## config.mk

```make
export PLATFORM = sky130hd
export DESIGN_NAME = event_ack_scoreboard
export DESIGN_NICKNAME = d
export VERILOG_FILES = /design/src/sv/eas_pkg.sv /design/src/sv/eas_ctrl.sv /design/src/sv/eas_dp.sv /design/src/sv/event_ack_scoreboard.sv
export VERILOG_INCLUDE_DIRS = /design/src /design/src/sv
export SDC_FILE = /design/constraint.sdc
export NUM_CORES = 1
export LEC_CHECK = 0
export BUFFER_PORTS_ARGS = -buffer_cell sky130_fd_sc_hd__buf_2
export CAP_MARGIN = 20
export CORE_MARGIN = 5
export CORE_UTILIZATION = 29
export DETAILED_ROUTE_END_ITERATION = 10
export PLACE_DENSITY = 0.51
export SYNTH_ARGS = -nofsm -noshare
export SYNTH_HDL_FRONTEND = slang
export SYNTH_SLANG_ARGS = --single-unit
```

## constraint.sdc

```tcl
create_clock -name clk_i -period 13.1 [get_ports clk_i]
set_input_delay 0.655 -clock clk_i [delete_from_list [all_inputs] [get_ports clk_i]]
set_output_delay 0.655 -clock clk_i [all_outputs]
set_load 0.1 [all_outputs]
```

## src/sv/event_ack_scoreboard_defines.svh

```systemverilog
// Assertion macros for the event acknowledge scoreboard.
// Used by the top level; relies on clk_i and rst_ni in the including scope.
`ifndef EVENT_ACK_SCOREBOARD_DEFINES_SVH
`define EVENT_ACK_SCOREBOARD_DEFINES_SVH

// Check a property on every clock edge outside reset.
`define EAS_ASSERT(label, prop, msg) \
  label: assert property (@(posedge clk_i) disable iff (!rst_ni) prop) else $error(msg);

// Check a property on every clock edge, reset included.
`define EAS_ASSERT_ALWAYS(label, prop, msg) \
  label: assert property (@(posedge clk_i) prop) else $error(msg);

`endif

```

## src/sv/eas_pkg.sv

```systemverilog
// Shared types and constants of the event acknowledge scoreboard.
// No dependencies; used by eas_ctrl, eas_dp and event_ack_scoreboard.
`timescale 1ns / 1ps

package eas_pkg;

  // Default slot and mask geometry.
  localparam int DEF_SERIAL_PORTS  = 4;
  localparam int DEF_TEMP_CHANNELS = 4;
  localparam int DEF_CONSUMERS     = 8;
  localparam int DEF_CHANGE_BITS   = 8;

  // Fixed field widths.
  localparam int OP_W      = 3;
  localparam int SLOT_W    = 8;
  localparam int REV_W     = 16;
  localparam int ID_W      = 32;
  localparam int MASK_W    = 8;
  localparam int CFG_IDX_W = 2;
  localparam int PEND_W    = 4;

  typedef enum logic [OP_W-1:0] {
    OP_RAISE_SERIAL = 3'd0,
    OP_RAISE_TEMP   = 3'd1,
    OP_ACK          = 3'd2,
    OP_GET_SERIAL   = 3'd3,
    OP_GET_TEMP     = 3'd4
  } opcode_e;

  typedef enum logic [CFG_IDX_W-1:0] {
    CFG_SERIAL_REQ  = 2'd0,
    CFG_TEMP_REQ    = 2'd1,
    CFG_TEMP_SUP    = 2'd2,
    CFG_CHG_ALLOWED = 2'd3
  } cfg_idx_e;

  typedef enum logic {
    CTRL_IDLE = 1'b0,
    CTRL_EXEC = 1'b1
  } ctrl_state_e;

  // Commands from the controller to the datapath.
  typedef struct packed {
    logic capture;  // latch the input item
    logic execute;  // apply the latched item and register its result
  } ctrl_cmd_t;

  // Low n bits set, clipped to the mask width.
  function automatic logic [MASK_W-1:0] low_ones(input int n);
    logic [MASK_W:0] t;
    t = ((MASK_W+1)'(1) << n) - (MASK_W+1)'(1);
    return (n >= MASK_W) ? {MASK_W{1'b1}} : t[MASK_W-1:0];
  endfunction

endpackage

```

## src/sv/eas_ctrl.sv

```systemverilog
// Controller of the event acknowledge scoreboard: accept, execute, strobe.
// Depends on eas_pkg.
`timescale 1ns / 1ps

module eas_ctrl (
  input  logic              clk_i,
  input  logic              rst_ni,
  input  logic              start,
  output logic              busy,
  output logic              result_valid_o,
  output eas_pkg::ctrl_cmd_t cmd_o
);

  eas_pkg::ctrl_state_e state_q, state_d;
  logic strobe_q;

  always_ff @(posedge clk_i or negedge rst_ni) begin
    if (!rst_ni) begin
      state_q  <= eas_pkg::CTRL_IDLE;
      strobe_q <= 1'b0;
    end else begin
      state_q  <= state_d;
      strobe_q <= cmd_o.execute;
    end
  end

  always_comb begin
    state_d       = state_q;
    cmd_o.capture = 1'b0;
    cmd_o.execute = 1'b0;
    busy          = 1'b0;
    unique case (state_q)
      eas_pkg::CTRL_IDLE: begin
        if (start) begin
          cmd_o.capture = 1'b1;
          state_d       = eas_pkg::CTRL_EXEC;
        end
      end
      eas_pkg::CTRL_EXEC: begin
        busy          = 1'b1;
        cmd_o.execute = 1'b1;
        state_d       = eas_pkg::CTRL_IDLE;
      end
      default: state_d = eas_pkg::CTRL_IDLE;
    endcase
  end

  assign result_valid_o = strobe_q;

endmodule

```

## src/sv/eas_dp.sv

```systemverilog
// Datapath of the event acknowledge scoreboard: slot stores, id counter,
// configuration masks and result registers. Depends on eas_pkg.
`timescale 1ns / 1ps

module eas_dp #(
  parameter int SERIAL_PORTS  = eas_pkg::DEF_SERIAL_PORTS,
  parameter int TEMP_CHANNELS = eas_pkg::DEF_TEMP_CHANNELS,
  parameter int CONSUMERS     = eas_pkg::DEF_CONSUMERS,
  parameter int CHANGE_BITS   = eas_pkg::DEF_CHANGE_BITS
) (
  input  logic                            clk_i,
  input  logic                            rst_ni,
  input  eas_pkg::ctrl_cmd_t              cmd_i,
  input  logic                            cfg_we_i,
  input  logic [eas_pkg::CFG_IDX_W-1:0]   cfg_idx_i,
  input  logic [eas_pkg::MASK_W-1:0]      cfg_data_i,
  input  logic [eas_pkg::OP_W-1:0]        opcode_i,
  input  logic [eas_pkg::SLOT_W-1:0]      slot_index_i,
  input  logic [eas_pkg::REV_W-1:0]       revision_i,
  input  logic [eas_pkg::MASK_W-1:0]      change_bits_i,
  input  logic [eas_pkg::ID_W-1:0]        ack_event_id_i,
  input  logic [eas_pkg::MASK_W-1:0]      consumer_mask_i,
  output logic                            ok_o,
  output logic [eas_pkg::ID_W-1:0]        out_event_id_o,
  output logic [eas_pkg::REV_W-1:0]       out_revision_o,
  output logic [eas_pkg::MASK_W-1:0]      out_required_o,
  output logic [eas_pkg::MASK_W-1:0]      out_completed_o,
  output logic [eas_pkg::MASK_W-1:0]      out_change_bits_o,
  output logic [eas_pkg::PEND_W-1:0]      serial_pending_o,
  output logic [eas_pkg::PEND_W-1:0]      temp_pending_o
);

  localparam int SIDX_W = (SERIAL_PORTS > 1) ? $clog2(SERIAL_PORTS) : 1;
  localparam int TIDX_W = (TEMP_CHANNELS > 1) ? $clog2(TEMP_CHANNELS) : 1;
  localparam int MW = eas_pkg::MASK_W;
  localparam int IW = eas_pkg::ID_W;
  localparam logic [MW-1:0] CONS_MASK = eas_pkg::low_ones(CONSUMERS);
  localparam logic [MW-1:0] CHG_MASK  = eas_pkg::low_ones(CHANGE_BITS);

  // Latched item.
  logic [eas_pkg::OP_W-1:0]   op_q;
  logic [eas_pkg::SLOT_W-1:0] idx_q;
  logic [eas_pkg::REV_W-1:0]  rev_q;
  logic [MW-1:0]              chg_q;
  logic [IW-1:0]              eid_q;
  logic [MW-1:0]              cm_q;

  // Configuration masks.
  logic [MW-1:0] ser_req_mask_q, tmp_req_mask_q, tmp_sup_mask_q, chg_allow_q;
  logic [MW-1:0] cfg_v;

  // Slot stores.
  logic [SERIAL_PORTS-1:0]  ser_valid_q, ser_valid_d;
  logic [IW-1:0]            ser_id_q   [SERIAL_PORTS];
  logic [eas_pkg::REV_W-1:0] ser_rev_q [SERIAL_PORTS];
  logic [MW-1:0]            ser_req_q  [SERIAL_PORTS];
  logic [MW-1:0]            ser_done_q [SERIAL_PORTS];
  logic [TEMP_CHANNELS-1:0] tmp_valid_q, tmp_valid_d;
  logic [IW-1:0]            tmp_id_q   [TEMP_CHANNELS];
  logic [eas_pkg::REV_W-1:0] tmp_rev_q [TEMP_CHANNELS];
  logic [MW-1:0]            tmp_req_q  [TEMP_CHANNELS];
  logic [MW-1:0]            tmp_done_q [TEMP_CHANNELS];
  logic [MW-1:0]            tmp_chg_q  [TEMP_CHANNELS];

  logic [IW-1:0] next_id_q, id_inc, new_id;

  // Lookup and decision signals.
  logic [SIDX_W-1:0]        s_sel;
  logic [TIDX_W-1:0]        t_sel;
  logic                     s_in_range, t_in_range;
  logic [SERIAL_PORTS-1:0]  s_hit, s_first;
  logic [TEMP_CHANNELS-1:0] t_hit, t_first;
  logic [MW-1:0]            s_req_m, s_done_m, t_req_m, t_done_m;
  logic [MW-1:0]            sel_req, sel_done, new_done;
  logic                     found_s, found_t, ack_ok, ack_complete;
  logic                     do_ser_raise, do_tmp_raise, do_ack_s, do_ack_t;

  // Result values.
  logic              res_ok;
  logic [IW-1:0]     res_id;
  logic [eas_pkg::REV_W-1:0] res_rev;
  logic [MW-1:0]     res_req, res_done, res_chg;

  assign s_in_range = idx_q < eas_pkg::SLOT_W'(SERIAL_PORTS);
  assign t_in_range = idx_q < eas_pkg::SLOT_W'(TEMP_CHANNELS);
  assign s_sel      = idx_q[SIDX_W-1:0];
  assign t_sel      = idx_q[TIDX_W-1:0];
  assign id_inc     = next_id_q + IW'(1);
  assign new_id     = (id_inc == '0) ? IW'(1) : id_inc;

  // Id match over all slots, lowest index first.
  always_comb begin
    for (int i = 0; i < SERIAL_PORTS; i++) begin
      s_hit[i] = ser_valid_q[i] && (ser_id_q[i] == eid_q);
    end
    for (int i = 0; i < TEMP_CHANNELS; i++) begin
      t_hit[i] = tmp_valid_q[i] && (tmp_id_q[i] == eid_q);
    end
    s_first = s_hit & (~s_hit + SERIAL_PORTS'(1));
    t_first = t_hit & (~t_hit + TEMP_CHANNELS'(1));
    s_req_m  = '0;
    s_done_m = '0;
    t_req_m  = '0;
    t_done_m = '0;
    for (int i = 0; i < SERIAL_PORTS; i++) begin
      s_req_m  = s_req_m  | ({MW{s_first[i]}} & ser_req_q[i]);
      s_done_m = s_done_m | ({MW{s_first[i]}} & ser_done_q[i]);
    end
    for (int i = 0; i < TEMP_CHANNELS; i++) begin
      t_req_m  = t_req_m  | ({MW{t_first[i]}} & tmp_req_q[i]);
      t_done_m = t_done_m | ({MW{t_first[i]}} & tmp_done_q[i]);
    end
    found_s      = |s_hit;
    found_t      = |t_hit;
    sel_req      = found_s ? s_req_m : t_req_m;
    sel_done     = found_s ? s_done_m : t_done_m;
    ack_ok       = (eid_q != '0) && (cm_q != '0) && (found_s || found_t) &&
                   ((cm_q & ~sel_req) == '0);
    new_done     = sel_done | cm_q;
    ack_complete = (new_done & sel_req) == sel_req;
  end

  // Operation decode.
  always_comb begin
    do_ser_raise = 1'b0;
    do_tmp_raise = 1'b0;
    do_ack_s     = 1'b0;
    do_ack_t     = 1'b0;
    res_ok       = 1'b0;
    res_id       = '0;
    res_rev      = '0;
    res_req      = '0;
    res_done     = '0;
    res_chg      = '0;
    unique case (op_q)
      eas_pkg::OP_RAISE_SERIAL: begin
        if (s_in_range) begin
          do_ser_raise = 1'b1;
          res_ok       = 1'b1;
          res_id       = new_id;
        end
      end
      eas_pkg::OP_RAISE_TEMP: begin
        if (t_in_range && (rev_q != '0) && (chg_q != '0) &&
            ((chg_q & ~chg_allow_q) == '0) && !tmp_valid_q[t_sel]) begin
          do_tmp_raise = 1'b1;
          res_ok       = 1'b1;
          res_id       = new_id;
        end
      end
      eas_pkg::OP_ACK: begin
        if (ack_ok) begin
          do_ack_s = found_s;
          do_ack_t = !found_s;
          res_ok   = 1'b1;
        end
      end
      eas_pkg::OP_GET_SERIAL: begin
        if (s_in_range && ser_valid_q[s_sel]) begin
          res_ok   = 1'b1;
          res_id   = ser_id_q[s_sel];
          res_rev  = ser_rev_q[s_sel];
          res_req  = ser_req_q[s_sel];
          res_done = ser_done_q[s_sel];
        end
      end
      eas_pkg::OP_GET_TEMP: begin
        if (t_in_range && tmp_valid_q[t_sel]) begin
          res_ok   = 1'b1;
          res_id   = tmp_id_q[t_sel];
          res_rev  = tmp_rev_q[t_sel];
          res_req  = tmp_req_q[t_sel];
          res_done = tmp_done_q[t_sel];
          res_chg  = tmp_chg_q[t_sel];
        end
      end
      default: ;
    endcase
  end

  // Next valid bits: set on raise, clear once every required consumer acked.
  always_comb begin
    ser_valid_d = ser_valid_q;
    tmp_valid_d = tmp_valid_q;
    if (do_ser_raise) ser_valid_d[s_sel] = 1'b1;
    if (do_tmp_raise) tmp_valid_d[t_sel] = 1'b1;
    if (do_ack_s && ack_complete) ser_valid_d = ser_valid_q & ~s_first;
    if (do_ack_t && ack_complete) tmp_valid_d = tmp_valid_q & ~t_first;
  end

  assign cfg_v = cfg_data_i & ((cfg_idx_i == eas_pkg::CFG_CHG_ALLOWED) ? CHG_MASK : CONS_MASK);

  // Control state: masks, counter, valid bits.
  always_ff @(posedge clk_i or negedge rst_ni) begin
    if (!rst_ni) begin
      ser_req_mask_q <= MW'(1) & CONS_MASK;
      tmp_req_mask_q <= CONS_MASK;
      tmp_sup_mask_q <= CONS_MASK;
      chg_allow_q    <= CHG_MASK;
      next_id_q      <= '0;
      ser_valid_q    <= '0;
      tmp_valid_q    <= '0;
    end else begin
      if (cfg_we_i && (cfg_v != '0)) begin
        unique case (cfg_idx_i)
          eas_pkg::CFG_SERIAL_REQ: ser_req_mask_q <= cfg_v;
          eas_pkg::CFG_TEMP_REQ: begin
            if (((cfg_v & ~tmp_sup_mask_q) == '0) && !(|tmp_valid_q)) begin
              tmp_req_mask_q <= cfg_v;
            end
          end
          eas_pkg::CFG_TEMP_SUP:    tmp_sup_mask_q <= cfg_v;
          eas_pkg::CFG_CHG_ALLOWED: chg_allow_q    <= cfg_v;
          default: ;
        endcase
      end
      if (cmd_i.execute) begin
        if (do_ser_raise || do_tmp_raise) next_id_q <= new_id;
        ser_valid_q <= ser_valid_d;
        tmp_valid_q <= tmp_valid_d;
      end
    end
  end

  // Payload: latched item, slot stores, result registers.
  always_ff @(posedge clk_i) begin
    if (cmd_i.capture) begin
      op_q  <= opcode_i;
      idx_q <= slot_index_i;
      rev_q <= revision_i;
      chg_q <= change_bits_i;
      eid_q <= ack_event_id_i;
      cm_q  <= consumer_mask_i;
    end
    if (cmd_i.execute) begin
      if (do_ser_raise) begin
        ser_id_q[s_sel]   <= new_id;
        ser_rev_q[s_sel]  <= rev_q;
        ser_req_q[s_sel]  <= ser_req_mask_q;
        ser_done_q[s_sel] <= '0;
      end
      if (do_tmp_raise) begin
        tmp_id_q[t_sel]   <= new_id;
        tmp_rev_q[t_sel]  <= rev_q;
        tmp_req_q[t_sel]  <= tmp_req_mask_q;
        tmp_done_q[t_sel] <= '0;
        tmp_chg_q[t_sel]  <= chg_q;
      end
      for (int i = 0; i < SERIAL_PORTS; i++) begin
        if (do_ack_s && s_first[i]) ser_done_q[i] <= new_done;
      end
      for (int i = 0; i < TEMP_CHANNELS; i++) begin
        if (do_ack_t && t_first[i]) tmp_done_q[i] <= new_done;
      end
      ok_o              <= res_ok;
      out_event_id_o    <= res_id;
      out_revision_o    <= res_rev;
      out_required_o    <= res_req;
      out_completed_o   <= res_done;
      out_change_bits_o <= res_chg;
    end
  end

  // Pending bitmaps show the first four slots of each kind.
  for (genvar g = 0; g < eas_pkg::PEND_W; g++) begin : g_pend
    if (g < SERIAL_PORTS) begin : g_ser
      assign serial_pending_o[g] = ser_valid_q[g];
    end else begin : g_ser_none
      assign serial_pending_o[g] = 1'b0;
    end
    if (g < TEMP_CHANNELS) begin : g_tmp
      assign temp_pending_o[g] = tmp_valid_q[g];
    end else begin : g_tmp_none
      assign temp_pending_o[g] = 1'b0;
    end
  end

endmodule

```

## src/sv/event_ack_scoreboard.sv

```systemverilog
// Top level of the event acknowledge scoreboard.
// Depends on eas_pkg, eas_ctrl, eas_dp and event_ack_scoreboard_defines.svh.
`timescale 1ns / 1ps
`include "event_ack_scoreboard_defines.svh"

// Usage:
//  - Command channel: drive the item fields with start high; the item is
//    taken at a rising edge where start is high and busy is low.
//  - busy rises for one cycle while the item executes: the id compare over
//    all serial and temperature slots, the acknowledge check and the slot
//    update all resolve in that single execute cycle.
//  - Result channel: the cycle after execute, result_valid_o pulses for one
//    cycle with ok_o, the read-back fields and the pending bitmaps. The
//    receiver cannot hold a result off; sample it on that cycle.
//  - Each item passes the capture registers, the execute state and the result
//    registers in that order; no new item is taken while busy is high.
//  - Configuration: cfg_we_i writes cfg_data_i, clipped, to mask cfg_idx_i at
//    once unless zero (temp required: only a subset of the supported mask,
//    no temp slot pending); write only while no item is in flight.
//  - Reset: all slots free, the id counter at zero (first id is 1), masks
//    at their defaults; the slot payload stores hold no reset value and are
//    read only while their slot is pending.
module event_ack_scoreboard #(
  parameter int SERIAL_PORTS  = eas_pkg::DEF_SERIAL_PORTS,
  parameter int TEMP_CHANNELS = eas_pkg::DEF_TEMP_CHANNELS,
  parameter int CONSUMERS     = eas_pkg::DEF_CONSUMERS,
  parameter int CHANGE_BITS   = eas_pkg::DEF_CHANGE_BITS
) (
  input  logic                          clk_i,
  input  logic                          rst_ni,
  // command channel
  input  logic                          start,
  output logic                          busy,
  input  logic [eas_pkg::OP_W-1:0]      opcode_i,
  input  logic [eas_pkg::SLOT_W-1:0]    slot_index_i,
  input  logic [eas_pkg::REV_W-1:0]     revision_i,
  input  logic [eas_pkg::MASK_W-1:0]    change_bits_i,
  input  logic [eas_pkg::ID_W-1:0]      ack_event_id_i,
  input  logic [eas_pkg::MASK_W-1:0]    consumer_mask_i,
  // configuration write port
  input  logic                          cfg_we_i,
  input  logic [eas_pkg::CFG_IDX_W-1:0] cfg_idx_i,
  input  logic [eas_pkg::MASK_W-1:0]    cfg_data_i,
  // result channel
  output logic                          result_valid_o,
  output logic                          ok_o,
  output logic [eas_pkg::ID_W-1:0]      out_event_id_o,
  output logic [eas_pkg::REV_W-1:0]     out_revision_o,
  output logic [eas_pkg::MASK_W-1:0]    out_required_o,
  output logic [eas_pkg::MASK_W-1:0]    out_completed_o,
  output logic [eas_pkg::MASK_W-1:0]    out_change_bits_o,
  output logic [eas_pkg::PEND_W-1:0]    serial_pending_o,
  output logic [eas_pkg::PEND_W-1:0]    temp_pending_o
);

  eas_pkg::ctrl_cmd_t cmd;

  // Sequence each item: capture, then execute, then strobe the result.
  eas_ctrl u_ctrl (
    .clk_i          (clk_i),
    .rst_ni         (rst_ni),
    .start          (start),
    .busy           (busy),
    .result_valid_o (result_valid_o),
    .cmd_o          (cmd)
  );

  // Hold slot state, masks and the id counter; register each result.
  eas_dp #(
    .SERIAL_PORTS  (SERIAL_PORTS),
    .TEMP_CHANNELS (TEMP_CHANNELS),
    .CONSUMERS     (CONSUMERS),
    .CHANGE_BITS   (CHANGE_BITS)
  ) u_dp (
    .clk_i             (clk_i),
    .rst_ni            (rst_ni),
    .cmd_i             (cmd),
    .cfg_we_i          (cfg_we_i),
    .cfg_idx_i         (cfg_idx_i),
    .cfg_data_i        (cfg_data_i),
    .opcode_i          (opcode_i),
    .slot_index_i      (slot_index_i),
    .revision_i        (revision_i),
    .change_bits_i     (change_bits_i),
    .ack_event_id_i    (ack_event_id_i),
    .consumer_mask_i   (consumer_mask_i),
    .ok_o              (ok_o),
    .out_event_id_o    (out_event_id_o),
    .out_revision_o    (out_revision_o),
    .out_required_o    (out_required_o),
    .out_completed_o   (out_completed_o),
    .out_change_bits_o (out_change_bits_o),
    .serial_pending_o  (serial_pending_o),
    .temp_pending_o    (temp_pending_o)
  );

  // An accepted item executes in the next cycle.
  `EAS_ASSERT(a_accept_exec, start && !busy |=> busy, "accepted item did not execute")
  // Every execute cycle yields exactly one result strobe.
  `EAS_ASSERT(a_exec_result, busy |=> result_valid_o && !busy, "execute gave no result")
  // A refused item carries no event id.
  `EAS_ASSERT(a_fail_zero, result_valid_o && !ok_o |-> out_event_id_o == '0,
              "refused item carries an id")
  // Controller and result strobe never overlap.
  `EAS_ASSERT_ALWAYS(a_strobe_idle, !(result_valid_o && busy), "strobe while busy")

endmodule
```

=== After elaboration in Yosys (flattened, before gate mapping) ===
Memories as Yosys holds them, arrays and structs flattened. A register that Yosys moved wholly into a read port is not among the register bits.
Index checks and enable logic that the tools add are counted.

* $add $sub $neg: 3
* Order comparisons: 3
* Eq/ne operators: 16
* Muxes and demuxes: 105
* Bitwise operators: 47
* Reductions and logical operators: 68

{| class="wikitable"
|+ Operators with widths
! operator !! number
|-
| equality test 32 bit || 8
|-
| bitwise AND 8 bit || 20
|-
| 2-to-1 mux 32 bit || 5
|-
| case mux 32 bit (4 select lines) || 1
|-
| 2-to-1 mux 8 bit || 14
|-
| OR 8 bit || 13
|-
| OR reduction 8 bit || 8
|-
| 2-to-1 mux 1 bit || 55
|-
| adder 32 x 1 -> 32 bit, second input constant || 1
|-
| logical NOT 32 bit || 1
|-
| 2-to-1 mux 16 bit || 2
|-
| 2-to-1 mux 2 bit || 16
|-
| case mux 16 bit (2 select lines) || 1
|-
| case mux 8 bit (2 select lines) || 2
|-
| nonzero test 32 bit || 1
|-
| logical AND 1 bit || 30
|-
| logical NOT 8 bit || 3
|-
| NOT 8 bit || 3
|-
| nonzero test 8 bit || 3
|-
| bitwise AND 4 bit || 4
|-
| 2-to-1 mux 4 bit || 4
|-
| NOT 4 bit || 4
|-
| nonzero test 16 bit || 1
|-
| AND reduction 2 bit || 7
|-
| 23 further kinds || 35
|}

* Register bits: 214
* Bits in writable memories: 544
* Output and inout bits: 83
* Memories kept: 9

{| class="wikitable"
|+ Memories
! name !! words !! width !! read ports !! clocked after Yosys merged registers in !! wr ports !! RTL line !! RTL
|-
| u_dp.ser_id_q || 4 || 32 || 5 || 1 || 1 || eas_dp.sv:54 || <nowiki>logic [IW-1:0] ser_id_q [SERIAL_PORTS];</nowiki>
|-
| u_dp.tmp_id_q || 4 || 32 || 5 || 1 || 1 || eas_dp.sv:59 || <nowiki>logic [IW-1:0] tmp_id_q [TEMP_CHANNELS];</nowiki>
|-
| u_dp.ser_rev_q || 4 || 16 || 1 || 1 || 1 || eas_dp.sv:55 || <nowiki>logic [eas_pkg::REV_W-1:0] ser_rev_q [SERIAL_PORTS];</nowiki>
|-
| u_dp.tmp_rev_q || 4 || 16 || 1 || 1 || 1 || eas_dp.sv:60 || <nowiki>logic [eas_pkg::REV_W-1:0] tmp_rev_q [TEMP_CHANNELS];</nowiki>
|-
| u_dp.ser_done_q || 4 || 8 || 5 || 1 || 1 || eas_dp.sv:57 || <nowiki>logic [MW-1:0] ser_done_q [SERIAL_PORTS];</nowiki>
|-
| u_dp.ser_req_q || 4 || 8 || 5 || 1 || 1 || eas_dp.sv:56 || <nowiki>logic [MW-1:0] ser_req_q [SERIAL_PORTS];</nowiki>
|-
| +3 memories || n/a || n/a || n/a || n/a || n/a || n/a ||
|}

=== Logic depth before layout (Yosys ltp) ===
* Depth after elaboration: 25
* Mapped depth: 14
* Gate-level depth less buffers: 11

=== Hierarchy ===
Synthesis repeated with hierarchy kept, for this count alone.

* Cells, all modules: 2208
* Area, all modules: 34319.2 sq um

{| class="wikitable"
|+ By module, submodules not included
! module !! instances !! cells an instance !! area an instance (sq um)
|-
| eas_dp || 1 || 2203 || 34240.3
|-
| eas_ctrl || 1 || 5 || 78.8
|}

=== Worst setup path before layout ===
No wires, ideal clock.

* Path kind: register to register
* Start: register u_ctrl.state_q
* End: memory u_dp.tmp_done_q[0][0] in the netlist's numbering (enable)
* Library setup time: 0.325 ns
* Arrival: 7.950 ns
* Required time: 12.775 ns
* Slack: 4.825 ns
* Stages on the path, launching flop included: 5
* Path buffers: 1
* Period minus slack after synthesis: 8.275 ns
* Cells stage by stage: dfrtp_1 -> clkbuf_1 -> nand2_1 -> nor3_1 -> a31o_2

* Word-level cells in the longest chain between the ends: 8

{| class="wikitable"
|+ RTL lines
! item !! RTL line !! RTL
|-
| from (decl) || eas_ctrl.sv:14 || <nowiki>eas_pkg::ctrl_state_e state_q, state_d;</nowiki>
|-
| from (signal assigned) || eas_ctrl.sv:19 || <nowiki>state_q <= eas_pkg::CTRL_IDLE;</nowiki>
|-
| from (signal assigned) || eas_ctrl.sv:22 || <nowiki>state_q <= state_d;</nowiki>
|-
| 2-to-1 mux 1 bit (*) || eas_ctrl.sv:32 || <nowiki>unique case (state_q)</nowiki>
|-
| 2-to-1 mux 1 bit || eas_dp.sv:235 || <nowiki>if (cmd_i.execute) begin</nowiki>
|-
| 2-to-1 mux 1 bit (implied by the code) || eas_dp.sv:253 || <nowiki>if (do_ack_t && t_first[i]) tmp_done_q[i] <= new_done;</nowiki>
|-
| OR reduction 8 bit (no line) || n/a ||
|-
| 2-to-1 mux 2 bit (no line) or 2-to-1 mux 1 bit (tied branches) (4 in a row) || n/a ||
|-
| to (decl) || eas_dp.sv:62 || <nowiki>logic [MW-1:0] tmp_done_q [TEMP_CHANNELS];</nowiki>
|}

Every way passes the cells marked *; elsewhere a longest branch is shown, timed or not.

=== Worst setup path in the final report ===
* Start: register u_dp.eid_q[9]
* End: register u_dp.ok_o (data pin)

* Word-level cells in the longest chain between the ends: 16

{| class="wikitable"
|+ RTL lines
! item !! RTL line !! RTL
|-
| from (decl) || eas_dp.sv:45 || <nowiki>logic [IW-1:0] eid_q;</nowiki>
|-
| from (signal assigned) || eas_dp.sv:232 || <nowiki>eid_q <= ack_event_id_i;</nowiki>
|-
| equality test 32 bit, on equally long branches || eas_dp.sv:97, eas_dp.sv:94 ||
|-
| logical AND 1 bit, on equally long branches || eas_dp.sv:97, eas_dp.sv:94 ||
|-
| NOT 4 bit, on equally long branches || eas_dp.sv:100, eas_dp.sv:99 ||
|-
| adder 4 x 1 -> 4 bit, on equally long branches || eas_dp.sv:100, eas_dp.sv:99 ||
|-
| bitwise AND 4 bit, on equally long branches || eas_dp.sv:100, eas_dp.sv:99 ||
|-
| bitwise AND 8 bit, on equally long branches || eas_dp.sv:110, eas_dp.sv:106 ||
|-
| OR 8 bit, on equally long branches (3 in a row) || eas_dp.sv:110, eas_dp.sv:106 ||
|-
| 2-to-1 mux 8 bit || eas_dp.sv:115 || <nowiki>sel_req = found_s ? s_req_m : t_req_m;</nowiki>
|-
| NOT 8 bit || eas_dp.sv:118 || <nowiki>((cm_q & ~sel_req) == '0);</nowiki>
|-
| bitwise AND 8 bit || eas_dp.sv:118 ||
|-
| logical NOT 8 bit || eas_dp.sv:118 ||
|-
| logical AND 1 bit (*) || eas_dp.sv:117 || <nowiki>ack_ok = (eid_q != '0) && (cm_q != '0) && (found_s || found_t) &&</nowiki>
|-
| 2-to-1 mux 1 bit (*) || eas_dp.sv:152 || <nowiki>if (ack_ok) begin</nowiki>
|-
| case mux 1 bit (5 select lines) (*) || eas_dp.sv:135 || <nowiki>unique case (op_q)</nowiki>
|-
| named net u_dp.res_ok || eas_dp.sv:79 || <nowiki>logic res_ok;</nowiki>
|-
| to (signal assigned) || eas_dp.sv:255 || <nowiki>ok_o <= res_ok;</nowiki>
|-
| to (decl) || eas_dp.sv:23 || <nowiki>output logic ok_o,</nowiki>
|}

The timed path passes the listed nets; every way through them passes the cells marked *.
A chain may end at the register's enable or synchronous reset.

==> implementation parameters <==
Parameter                              Value

Run status
  Status ... finished, final reports clean

Pwr
  Net switching power ... 1310 uW
  Leakage ... 0.0127 uW
  Max VDD drop ... 0.0821 mV
  Share of power burned in the clock network ... 44.6%
  Sum of internal, switching and leakage power ... 5640 uW
  Total internal power ... 4330 uW
  Power density of the placed cells ... 139 nW/um^2
  Net switching share of the total power ... 23.3%
  Power share of the combinational group ... 5.6%
  Part of the power in registers ... 49.7%

Placed design
  Final weighted congestion in routability-driven placement ... 0.960
  HPWL after detailed placement ... 88,900 um
  Instance area after placement ... 37,500 um^2
  Number of buffers added on ports ... 171

Clocking
  Clk pin slew, worst setup/hold paths ... 60 ps
  Cts bufs inserted ... 88
  Post_cts resized ... 0
  Clock root buffer master ... sky130_fd_sc_hd__clkbuf_16
  Depth of the CTS H-tree ... 3
  Max Buffers Root-to-Sink ... 3
  TritonCTS clock tree ... yes
  Post-CTS setup-driven buffer insertion count ... 0
  Hold buffers post-CTS ... 1
  Skew-Pair Late Insertion Delay ... 660 ps
  Clock sink count ... 768

Synthesis
  Flip-flop cell with the highest count after synthesis ... sky130_fd_sc_hd__edfxtp_1
  Number of storage elements in the synthesis netlist ... 768
  Syn Inst Count ... 2,231
  EDFF count, synth ... 692
  Number of distinct standard cells referenced by the synthesized netlist ... 73
  Proportion of synthesized chip area in sequential cells ... 65.4%
  Synthesized area ... 34,700 um^2
  Total nets after synthesis ... 2,321
  Syn Area/Cell ... 15.6 um^2
  Share of async-settable or async-resettable flops after synthesis ... 9.64%
  Count of yosys warnings during synthesis ... 0

Route
  Drt pass-1 iters ... 6
  Routed wire length ... 126,000 um
  DRC violations left ... 0
  Violation count after the first detailed-route iteration ... 2,197
  Detail-routed via count per cell ... 5.28
  Antenna-violating nets left ... 0
  Wire per inst ... 30.6 um
  Detailed-route via count ... 21,632

Timing
  Setup-failing EPs final ... 0
  Final count of hold timing violations ... 0
  Sum of negative setup slack ... 0 ps
  Final cycle utilization of the critical path ... 44.6%
  Unrepaired setup endpoints after global routing ... no
  Highest Clock Rate ... 171 MHz
  Slew margin rel. ... 20.6%
  Measured slew at the worst slew-check pin ... 1180 ps
  Minimum period implied by the final worst setup slack ... 5850 ps
  Clock skew after layout ... 25.0 ps
  Number of max-slew violations in the final report ... 0

Die
  Die width ... 356 um
  Effective utilization at floorplan ... 29.1%
  Number of top-level design ports ... 172
  Row count ... 127
  Area enclosed by the die boundary ... 127,000 um^2
  Core region area ... 119,000 um^2
  Vertical extent of the die ... 356 um

Global route
  Largest net degree at the start of global routing ... 91
  First-pass GRT wire length ... 174,000 um
  Aggregate global routing overflow ... 0
  Initial antenna violation count ... 11
  Vias in the first global route ... 21,722
  Global router's overall resource usage ... 19.4%

Setup path
  Endpoint arrival time on the critical path ... 6240 ps
  Crit path launch type ... register
  Required arrival time at the worst endpoint ... 13,490 ps
  Type of the setup path with the least slack ... register to register
  Kind of capture point of the worst setup path ... register
  Largest fanout on the critical path ... 31

Finish
  Count of nets after finishing ... 2,504
  Final Util ... 33.9%
  Layout overhead on the synthesized area ... 16.6%
  Proportion of layout cells with a drive suffix above 1 ... 24.2%
  Final cell area excluding filler cells ... 40,500 um^2

Worst hold path
  Worst hold path class ... input port to register

Run
  Number of maximum-capacitance constraint violations ... 0
state kept, by name, indices dropped and copies added (netlist names), 16 cells and up, named ones only:
signal               cells
u_dp.eid_q              32
u_dp.next_id_q          32
u_dp.out_event_id_o     32
u_dp.out_revision_o     16
u_dp.rev_q              16
u_dp.ser_done_q         32
u_dp.ser_id_q          128
u_dp.ser_req_q          32
u_dp.ser_rev_q          64
u_dp.tmp_chg_q          32
u_dp.tmp_done_q         32
u_dp.tmp_id_q          128
u_dp.tmp_req_q          32
u_dp.tmp_rev_q          64
final timing paths:
path / to / cells after the start / from / slack, ps
worst max-delay path: u_dp.ok_o / 11 / u_dp.eid_q[9] / 7250
worst min-delay path: u_dp.idx_q[3] / 1 / slot_index_i[3] / 170
worst max register to register: u_dp.ok_o / 11 / u_dp.eid_q[9] / 7250
worst min register to register: u_dp.tmp_sup_mask_q[6] / 2 / u_dp.tmp_sup_mask_q[6] / 490
max in group asynchronous: u_dp.ser_req_mask_q[5] / 3 / rst_ni / 11430
min in group asynchronous: u_dp.next_id_q[15] / 2 / rst_ni / 460
routing by layer:
layer / share of wire, % / vias to the layer above / global-route usage (%)
met5: 0 / - / 0
met4: 2.4 / 0 / 4.54
met3: 6.2 / 152 / 3.18
met2: 49 / 943 / 32.8
met1: 42 / 11386 / 26.2
li1: - / 9151 / -
layout by cell type, fill, tap and decap left out, drive strengths merged, types with 9 or more instances in the layout:
master	netlist	layout
a21oi	18	18
and2	31	31
a31oi	11	11
clkbuf	81	121
a31o	17	17
edfxtp	692	692
xnor2	244	244
bufinv	0	9
mux4	138	138
a2111oi	9	9
mux2	28	28
nor3	27	27
nand2b	30	30
and3	64	64
o311ai	16	16
and4	10	10
clkinv	0	24
nand2	87	87
dfstp	25	25
nor4	69	69
nand3	38	38
buf	53	226
xor2	73	73
dfrtp	49	49
nor2	57	57
inv	50	54
o21ai	55	55
nand4	87	87
a221oi	11	11
a22o	35	35
a22oi	36	36
power groups by stage:
stage	sequential, uW	combinational (uW)	clock (uW)
2_1_floorplan	2880	163	0
3_3_place_gp	2850	322	0
3_5_place_dp	2850	322	0
4_1_cts	2800	324	2570
5_1_grt	2810	333	2670
6_report	2800	318	2510
synthesized netlist by cell type, drive strengths merged, types with 7 or more instances:
library cell    n  area, um^2
a2111oi         9        78.8
a21oi          18        90.1
a221oi         11        96.3
a22o           35         307
a22oi          36         270
a31o           17         149
a31oi          11        68.8
and2           31         194
and3           64         400
and4           10        87.6
buf            53         302
clkbuf         81         304
dfrtp          49        1230
dfstp          25         657
edfxtp        692       20800
inv            50         188
mux2           28         315
mux4          138        3110
nand2          87         327
nand2b         30         188
nand3          38         190
nand4          87         566
nor2           57         214
nor2b           7        43.8
nor3           27         150
nor4           69         532
o21a            7        52.6
o21ai          55         275
o22ai           8        50.1
o311ai         16         140
or2             7        43.8
xnor2         244        2140
xor2           73         639
cell type report:
type,instances,area [um^2]
antenna,2,5.00
clock buffer,121,2450
clock inverter,41,494
fill,11559,79000
inverter,50,188
multi-input combinational,1279,11300
sequential,768,22700
tap,1612,2020
timing repair buffer,227,1300
critical path: stages (launching register included):
cell and delay [ps]:
sky130_fd_sc_hd__edfxtp_1 650, sky130_fd_sc_hd__xor2_1 240, sky130_fd_sc_hd__nor4_1 610, sky130_fd_sc_hd__and3_1 730, sky130_fd_sc_hd__and3_1 940, sky130_fd_sc_hd__nor3_2 350, sky130_fd_sc_hd__a2111oi_0 820, sky130_fd_sc_hd__o21a_1 200
sky130_fd_sc_hd__a2111o_4 200, sky130_fd_sc_hd__nor3_2 60, sky130_fd_sc_hd__buf_4 230, sky130_fd_sc_hd__or4b_1 500
stage by stage:
stage	setup slack, ps	cells	hold WS, ps
floorplan	4820	2231	359
global placement	7170	3931	472
detailed placement	7260	3931	483
CTS	7240	4094	127
global route	7130	4100	138
finish	7250	4100	172
kinds of logic (layout without fill, tap and decap cells):
family | count (synthesis) | after routing | share of synthesized area, %
AOI/OAI and AO/OA | 258 | 258 | 5.47
and+or+nand+nor | 536 | 536 | 8.97
other | 0 | 2 | 0
buffers and inverters | 184 | 439 | 2.28
DFF | 768 | 768 | 65.4
muxes | 167 | 167 | 9.88
adders and majority gates | 1 | 1 | 0.0360
xor gates and xnor gates | 317 | 317 | 7.99
No activity file was read; power rests on OpenSTA's default activity.
